$ cat src/rtl/core/lpht_pkg.sv
`default_nettype none
package lpht_pkg;

    localparam int KEY_W  = 64;
    localparam int PAY_W  = 64;
    localparam int LEN_W  = 4;

    localparam logic [1:0] OP_GET    = 2'd0;
    localparam logic [1:0] OP_INSERT = 2'd1;
    localparam logic [1:0] OP_UPDATE = 2'd2;
    localparam logic [1:0] OP_DELETE = 2'd3;

    localparam logic [1:0] ST_OK        = 2'd0;
    localparam logic [1:0] ST_NOT_FOUND = 2'd1;
    localparam logic [1:0] ST_NO_SLOT   = 2'd2;
    localparam logic [1:0] ST_EXISTS    = 2'd3;

    typedef struct packed {
        logic [1:0]       opcode;
        logic [KEY_W-1:0] key_bytes;
        logic [LEN_W-1:0] key_length;
        logic [PAY_W-1:0] payload_bytes;
        logic [LEN_W-1:0] payload_length;
    } req_t;

    typedef struct packed {
        logic [1:0]       status;
        logic [PAY_W-1:0] found_payload;
        logic [LEN_W-1:0] found_payload_length;
        logic [7:0]       slot_index;
    } rsp_t;

    // one slot of the store; free while key_len is zero
    typedef struct packed {
        logic [KEY_W-1:0] key;
        logic [LEN_W-1:0] key_len;
        logic [PAY_W-1:0] pay;
        logic [LEN_W-1:0] pay_len;
    } slot_t;

endpackage
`default_nettype wire

$ cat src/rtl/core/lpht_ctrl.sv
`default_nettype none
module lpht_ctrl #(
    parameter int SLOTS         = 256,
    parameter int KEY_BYTES     = 8,
    parameter int PAYLOAD_BYTES = 8,
    parameter int AW            = 8,
    parameter int CW            = 9
) (
    input  wire logic            clk,
    input  wire logic            rst_n,
    input  wire logic [8:0]      cap_in,
    input  wire logic            in_valid,
    output logic                 in_stall,
    input  wire lpht_pkg::req_t  in_data,
    output logic                 out_valid,
    input  wire logic            out_stall,
    output lpht_pkg::rsp_t       out_data,
    output logic                 rd_en,
    output logic [AW-1:0]        rd_addr,
    input  wire lpht_pkg::slot_t rd_data,
    output logic                 wr_en,
    output logic [AW-1:0]        wr_addr,
    output lpht_pkg::slot_t      wr_data
);

    typedef enum logic [5:0] {
        S_CLEAR = 6'b000001,
        S_IDLE  = 6'b000010,
        S_HASH  = 6'b000100,
        S_MOD   = 6'b001000,
        S_PROBE = 6'b010000,
        S_OUT   = 6'b100000
    } state_t;

    // key byte sum reaches 8*255, so at least 11 bits
    localparam int SW = (CW > 11) ? CW : 11;

    state_t           state_reg, state_next;
    logic [1:0]       op_reg;
    logic [63:0]      key_reg;
    logic [3:0]       klen_reg;
    logic [63:0]      pay_reg;
    logic [3:0]       plen_reg;
    logic [CW-1:0]    cap_reg;
    logic [SW-1:0]    sum_reg;
    logic [3:0]       bidx_reg;
    logic             bdone_reg;
    logic [CW-1:0]    slot_reg;
    logic             pend_reg;
    logic [CW-1:0]    count_reg;
    logic [AW:0]      clr_reg;
    logic             ovalid_reg;
    lpht_pkg::rsp_t   orsp_reg;

    logic [3:0]       klen_c, plen_c;
    logic [CW-1:0]    cap_c;
    logic [7:0]       cur_byte;
    logic             match, is_free, at_end;

    function automatic logic [63:0] bmask(input logic [3:0] n);
        logic [63:0] m;
        m = '0;
        for (int i = 0; i < 8; i++)
        begin
            if (4'(i) < n)
            begin
                m[i*8 +: 8] = 8'hFF;
            end
        end
        return m;
    endfunction

    always_comb
    begin
        klen_c = in_data.key_length;
        if (klen_c == 4'd0)
        begin
            klen_c = 4'd1;
        end
        else if (klen_c > 4'(KEY_BYTES))
        begin
            klen_c = 4'(KEY_BYTES);
        end
        plen_c = in_data.payload_length;
        if (plen_c == 4'd0)
        begin
            plen_c = 4'd1;
        end
        else if (plen_c > 4'(PAYLOAD_BYTES))
        begin
            plen_c = 4'(PAYLOAD_BYTES);
        end
        if (cap_in == 9'd0)
        begin
            cap_c = CW'(1);
        end
        else if (int'(cap_in) > SLOTS)
        begin
            cap_c = CW'(SLOTS);
        end
        else
        begin
            cap_c = CW'(cap_in);
        end
    end

    assign cur_byte = key_reg[bidx_reg[2:0]*8 +: 8];
    assign match    = (rd_data.key_len == klen_reg) && (rd_data.key == key_reg);
    assign is_free  = (rd_data.key_len == 4'd0);
    assign at_end   = (slot_reg + CW'(1) >= cap_reg);

    assign in_stall  = (state_reg != S_IDLE) || ovalid_reg;
    assign out_valid = ovalid_reg;
    assign out_data  = orsp_reg;

    always_comb
    begin
        state_next = state_reg;
        rd_en      = 1'b0;
        rd_addr    = slot_reg[AW-1:0];
        wr_en      = 1'b0;
        wr_addr    = slot_reg[AW-1:0];
        wr_data    = rd_data;
        unique case (state_reg)
            S_CLEAR:
            begin
                wr_en   = 1'b1;
                wr_addr = clr_reg[AW-1:0];
                wr_data = '0;
                if (clr_reg == (AW+1)'(SLOTS - 1))
                begin
                    state_next = S_IDLE;
                end
            end
            S_IDLE:
            begin
                if (in_valid && !in_stall)
                begin
                    state_next = S_HASH;
                end
            end
            S_HASH:
            begin
                if (bdone_reg || bidx_reg >= klen_reg || cur_byte == 8'd0)
                begin
                    state_next = S_MOD;
                end
            end
            S_MOD:
            begin
                if (sum_reg < SW'(cap_reg))
                begin
                    if (op_reg == lpht_pkg::OP_INSERT && count_reg >= cap_reg)
                    begin
                        state_next = S_OUT;
                    end
                    else
                    begin
                        rd_en      = 1'b1;
                        rd_addr    = sum_reg[AW-1:0];
                        state_next = S_PROBE;
                    end
                end
            end
            S_PROBE:
            begin
                if (pend_reg)
                begin
                    if (op_reg == lpht_pkg::OP_INSERT && is_free)
                    begin
                        wr_en   = 1'b1;
                        wr_data = '{key: key_reg, key_len: klen_reg,
                                    pay: pay_reg, pay_len: plen_reg};
                        state_next = S_OUT;
                    end
                    else if (match)
                    begin
                        state_next = S_OUT;
                        if (op_reg == lpht_pkg::OP_UPDATE)
                        begin
                            wr_en = 1'b1;
                            wr_data.pay     = pay_reg;
                            wr_data.pay_len = plen_reg;
                        end
                        else if (op_reg == lpht_pkg::OP_DELETE)
                        begin
                            wr_en   = 1'b1;
                            wr_data = '0;
                        end
                    end
                    else if (at_end)
                    begin
                        state_next = S_OUT;
                    end
                    else
                    begin
                        rd_en   = 1'b1;
                        rd_addr = AW'(slot_reg + CW'(1));
                    end
                end
            end
            S_OUT:
            begin
                state_next = S_IDLE;
            end
            default:
            begin
                state_next = S_IDLE;
            end
        endcase
    end

    always_ff @(posedge clk or negedge rst_n)
    begin
        if (!rst_n)
        begin
            state_reg  <= S_CLEAR;
            clr_reg    <= '0;
            count_reg  <= '0;
            pend_reg   <= 1'b0;
            ovalid_reg <= 1'b0;
            bdone_reg  <= 1'b0;
        end
        else
        begin
            state_reg <= state_next;
            if (ovalid_reg && !out_stall)
            begin
                ovalid_reg <= 1'b0;
            end
            unique case (state_reg)
                S_CLEAR:
                begin
                    clr_reg <= clr_reg + (AW+1)'(1);
                end
                S_IDLE:
                begin
                    if (in_valid && !in_stall)
                    begin
                        op_reg    <= in_data.opcode;
                        klen_reg  <= klen_c;
                        key_reg   <= in_data.key_bytes & bmask(klen_c);
                        plen_reg  <= plen_c;
                        pay_reg   <= in_data.payload_bytes & bmask(plen_c);
                        cap_reg   <= cap_c;
                        sum_reg   <= '0;
                        bidx_reg  <= '0;
                        bdone_reg <= 1'b0;
                        orsp_reg  <= '0;
                    end
                end
                S_HASH:
                begin
                    // one key byte per cycle
                    if (!bdone_reg && bidx_reg < klen_reg && cur_byte != 8'd0)
                    begin
                        sum_reg  <= sum_reg + SW'(cur_byte);
                        bidx_reg <= bidx_reg + 4'd1;
                    end
                    else
                    begin
                        bdone_reg <= 1'b1;
                    end
                    orsp_reg.status <= (op_reg == lpht_pkg::OP_INSERT)
                        ? lpht_pkg::ST_NO_SLOT : lpht_pkg::ST_NOT_FOUND;
                end
                S_MOD:
                begin
                    // reduce by repeated subtract; sum is at most 8*255
                    if (sum_reg >= SW'(cap_reg))
                    begin
                        sum_reg <= sum_reg - SW'(cap_reg);
                    end
                    else
                    begin
                        slot_reg <= CW'(sum_reg);
                        pend_reg <= !(op_reg == lpht_pkg::OP_INSERT
                                      && count_reg >= cap_reg);
                    end
                end
                S_PROBE:
                begin
                    if (pend_reg)
                    begin
                        if (op_reg == lpht_pkg::OP_INSERT && is_free)
                        begin
                            orsp_reg.status     <= lpht_pkg::ST_OK;
                            orsp_reg.slot_index <= 8'(slot_reg);
                            count_reg           <= count_reg + CW'(1);
                            pend_reg            <= 1'b0;
                        end
                        else if (match)
                        begin
                            pend_reg <= 1'b0;
                            if (op_reg == lpht_pkg::OP_INSERT)
                            begin
                                orsp_reg.status <= lpht_pkg::ST_EXISTS;
                            end
                            else
                            begin
                                orsp_reg.status     <= lpht_pkg::ST_OK;
                                orsp_reg.slot_index <= 8'(slot_reg);
                                if (op_reg == lpht_pkg::OP_GET)
                                begin
                                    orsp_reg.found_payload        <= rd_data.pay;
                                    orsp_reg.found_payload_length <= rd_data.pay_len;
                                end
                                else if (op_reg == lpht_pkg::OP_DELETE
                                         && count_reg != '0)
                                begin
                                    count_reg <= count_reg - CW'(1);
                                end
                            end
                        end
                        else if (at_end)
                        begin
                            pend_reg <= 1'b0;
                        end
                        else
                        begin
                            slot_reg <= slot_reg + CW'(1);
                        end
                    end
                end
                S_OUT:
                begin
                    ovalid_reg <= 1'b1;
                end
                default:
                begin
                end
            endcase
        end
    end

endmodule
`default_nettype wire

$ cat config.mk
export PLATFORM = sky130hd
export DESIGN_NAME = lpht_ctrl
export DESIGN_NICKNAME = d
export VERILOG_FILES = /design/src/rtl/core/lpht_pkg.sv /design/src/rtl/core/lpht_ctrl.sv
export SDC_FILE = /design/constraint.sdc
export NUM_CORES = 1
export LEC_CHECK = 0
export BUFFER_PORTS_ARGS = -buffer_cell sky130_fd_sc_hd__buf_2
export CAP_MARGIN = 20
export CORE_AREA = 2 2 203 205
export CTS_BUF_LIST = sky130_fd_sc_hd__clkbuf_8 sky130_fd_sc_hd__clkbuf_16
export CTS_CLUSTER_DIAMETER = 150
export DETAILED_ROUTE_END_ITERATION = 10
export DIE_AREA = 0 0 205 207
export PLACE_DENSITY = 0.66
export SYNTH_ARGS = -nofsm -noshare
export SYNTH_HDL_FRONTEND = slang
export SYNTH_SLANG_ARGS = --single-unit
$ cat constraint.sdc
create_clock -name clk -period 17.45 [get_ports clk]
set_input_delay 4.3625 -clock clk [delete_from_list [all_inputs] [get_ports clk]]
set_output_delay 4.3625 -clock clk [all_outputs]
set_load 0.005 [all_outputs]
==> flow_summary.json <==
{
  "cts_resized": 0,
  "power_density_nw_per_um2": 121,
  "yosysTopAreaCell": "edfxtp_1",
  "via_count": 13200,
  "nFillCells": 3751,
  "tightest_slew_ns": 1.05,
  "postSynthCellCount": 1285,
  "drc": 0,
  "dr.pass1.iters": 7,
  "fp-row-count": 74,
  "grt_pass1_vias": 12700,
  "clockRootBuffer": "clkbuf_16",
  "antenna_found_initial": 9,
  "dieArea_um2": 42400,
  "vias_per_cell": 5.62,
  "portBuffers": 520,
  "cts_buffers": 35,
  "htreeDepth": 2,
  "crit_required_ns": 13.09,
  "synth-edff-count": 249,
  "ys.flop_type": "edfxtp_1",
  "gp_congestion": 0.964,
  "ys_ff_latch": 276,
  "largest_register_ffs": 78,
  "synthArstFlopShare_pct": 9.78,
  "max-slew-margin-rel_pct": 29.4,
  "combPwrFrac_pct": 26.5,
  "syn_nets": 1627,
  "critPathCaptureType": "output port",
  "ant_nets": 0,
  "clkPwrFrac_pct": 33.4,
  "max_freq_mhz": 86.9,
  "holdCritPathClass": "flop to flop",
  "rsz0062_at_grt": "false",
  "status": "completed",
  "grt_max_degree": 92,
  "p_int_w": 0.00164,
  "min_period_over_period_pct": 65.9,
  "die_h_um": 207,
  "cts_hold_buf": 0,
  "drt-total-wl_um": 58900,
  "areaGrowthSynthToFinish_pct": 28.5,
  "multi_input_area_um2": 6740,
  "pwr-share-seq_pct": 40.1,
  "skew_ns": 0.0261,
  "ctsLongestPathBuffers": 3,
  "io_pins": 521,
  "initial_utilization_pct": 38.0,
  "period_needed_ns": 11.51,
  "synth_seq_area_share_pct": 53.1,
  "worstSkewPairLatency_ns": 0.53,
  "grt_pass1_wl_um": 84100,
  "drive_above_1_share_pct": 35.4,
  "leakagePower_nw": 8.46,
  "clkTransAtPathRegs_ns": 0.06,
  "final_area_um2": 19700,
  "core_area_um2": 40400,
  "synth_top_area_share_pct": 48.7,
  "cp_max_fo": 65,
  "final_common_cell": "buf_2",
  "track_usage_pct": 27.0,
  "switching_power_w": 0.000748,
  "cts_sinks": 276,
  "cp.arrival_ns": 7.15,
  "hold_viol_final": 0,
  "syn-cell-area_um2": 15400,
  "grt_overflow_total": 0,
  "ys_types": 71,
  "nNetsFinal": 2124,
  "max_cap_viol_count": 0,
  "swShare_pct": 31.3,
  "cts_setup_buffers": 0,
  "yosysWarnings": 0,
  "cts_tree": "done",
  "placed_area_um2": 18400,
  "final_cell_mix": "buf_2, edfxtp_1, a22o_1",
  "drt_iter0_drc": 1139,
  "path_class": "input pin to output port",
  "wl_per_cell_um": 25.1,
  "finalSetupViolCount": 0,
  "slew_viol_final": 0,
  "fp.dieW_um": 205,
  "netlist_top_cells_area": "edfxtp_1, a22o_1, xnor2_1",
  "regArea_um2": 8150,
  "syn_avg_cell_area_um2": 12.0,
  "peakVddDrop_uv": 67.2,
  "fin_tns_setup_ns": 0,
  "dp.final_hpwl_um": 46800,
  "startpoint_type": "input pin"
}
metal layers:
metal | share of wire (%) | GRT usage [%]
met5 | 0.019 | 0
met4 | 5.5 | 13.9
met3 | 8.5 | 4.89
met2 | 48 | 44.8
met1 | 38 | 33.6
cells in the mapped netlist (13+ instances only):
| master | number |
|---|---|
| a21oi_1 | 28 |
| edfxtp_1 | 249 |
| dfrtp_1 | 26 |
| nor2_1 | 45 |
| a21o_1 | 18 |
| nand2_1 | 68 |
| nor4_1 | 13 |
| inv_1 | 41 |
| xnor2_1 | 80 |
| xor2_1 | 21 |
| nor2b_1 | 97 |
| mux4_2 | 16 |
| nand4_1 | 24 |
| ha_1 | 52 |
| o21ai_0 | 30 |
| and2_1 | 106 |
| buf_2 | 18 |
| a22o_1 | 134 |
| clkbuf_1 | 50 |
| nand3_1 | 16 |
power by group through the flow:
stage	combinational, W	clock, W	sequential, W
after floorplan	0.000380	0	0.000959
after global placement	0.000612	0	0.000967
after detailed placement	0.000624	0	0.000969
after CTS	0.000627	0.000805	0.000956
after global routing	0.000688	0.000834	0.000967
final	0.000635	0.000798	0.000959
cells by family (layout without fill, tap and decap cells):
family	count (synthesis)	after routing	synth area share, %
compound gates	283	283	14.2
xor+xnor	101	101	5.76
fa+ha+maj	55	55	4.63
buf+inv	119	643	3.35
flops	276	276	53.1
mux	32	32	3.52
other cells	0	6	0
simple gates	419	419	15.5
cell type report:
type / count / share of cell area [%]
timing repair buffer: 537 / 13.9
clock inverter: 29 / 1.95
clock buffer: 35 / 4.44
sequential: 276 / 41.3
multi-input combinational: 890 / 34.1
tap: 532 / 3.37
inverter: 42 / 0.799
antenna: 6 / 0.0761
critical path, stage by stage:
cell     delay (ns)
buf_2          0.12
xnor2_1        0.23
nand4_1        0.21
nor4_1         0.48
nand3_2        0.27
nor2_4         0.22
a41o_2         0.26
buf_4          0.56
a22o_1         0.25
buf_2          0.12
worst paths after layout:
| check | slack [ns] | start | end | cells after the start |
|---|---|---|---|---|
| max | 5.94 | rd_data[82] | wr_data[4] | 10 |
| min | 0.49 | bdone_reg$_DFFE_PN0P_ | bdone_reg$_DFFE_PN0P_ | 1 |
| max reg2reg | 13.53 | slot_reg[0]$_DFFE_PP_ | slot_reg[0]$_DFFE_PP_ | 12 |
| max in group asynchronous | 13.06 | rst_n | clr_reg[0]$_DFFE_PN0P_ | 1 |
| min reg2reg | 0.49 | bdone_reg$_DFFE_PN0P_ | bdone_reg$_DFFE_PN0P_ | 1 |
| min in group asynchronous | 3.89 | rst_n | count_reg[3]$_DFFE_PN0P_ | 1 |
stage by stage:
step	hold slack (ns)	utilization, %	worst slack [ns]	power (W)	cells
3_3_place_gp	0.463	45.7	6.07	0.00158	2275
3_5_place_dp	0.468	45.7	5.99	0.00159	2276
2_1_floorplan	0.450	-	5.91	0.00134	1285
5_1_grt	0.520	48.9	5.81	0.00249	2346
6_report	0.485	48.9	5.94	0.00239	2347
4_1_cts	0.490	48.8	5.99	0.00239	2340
No activity file was read; power rests on OpenSTA's default activity.
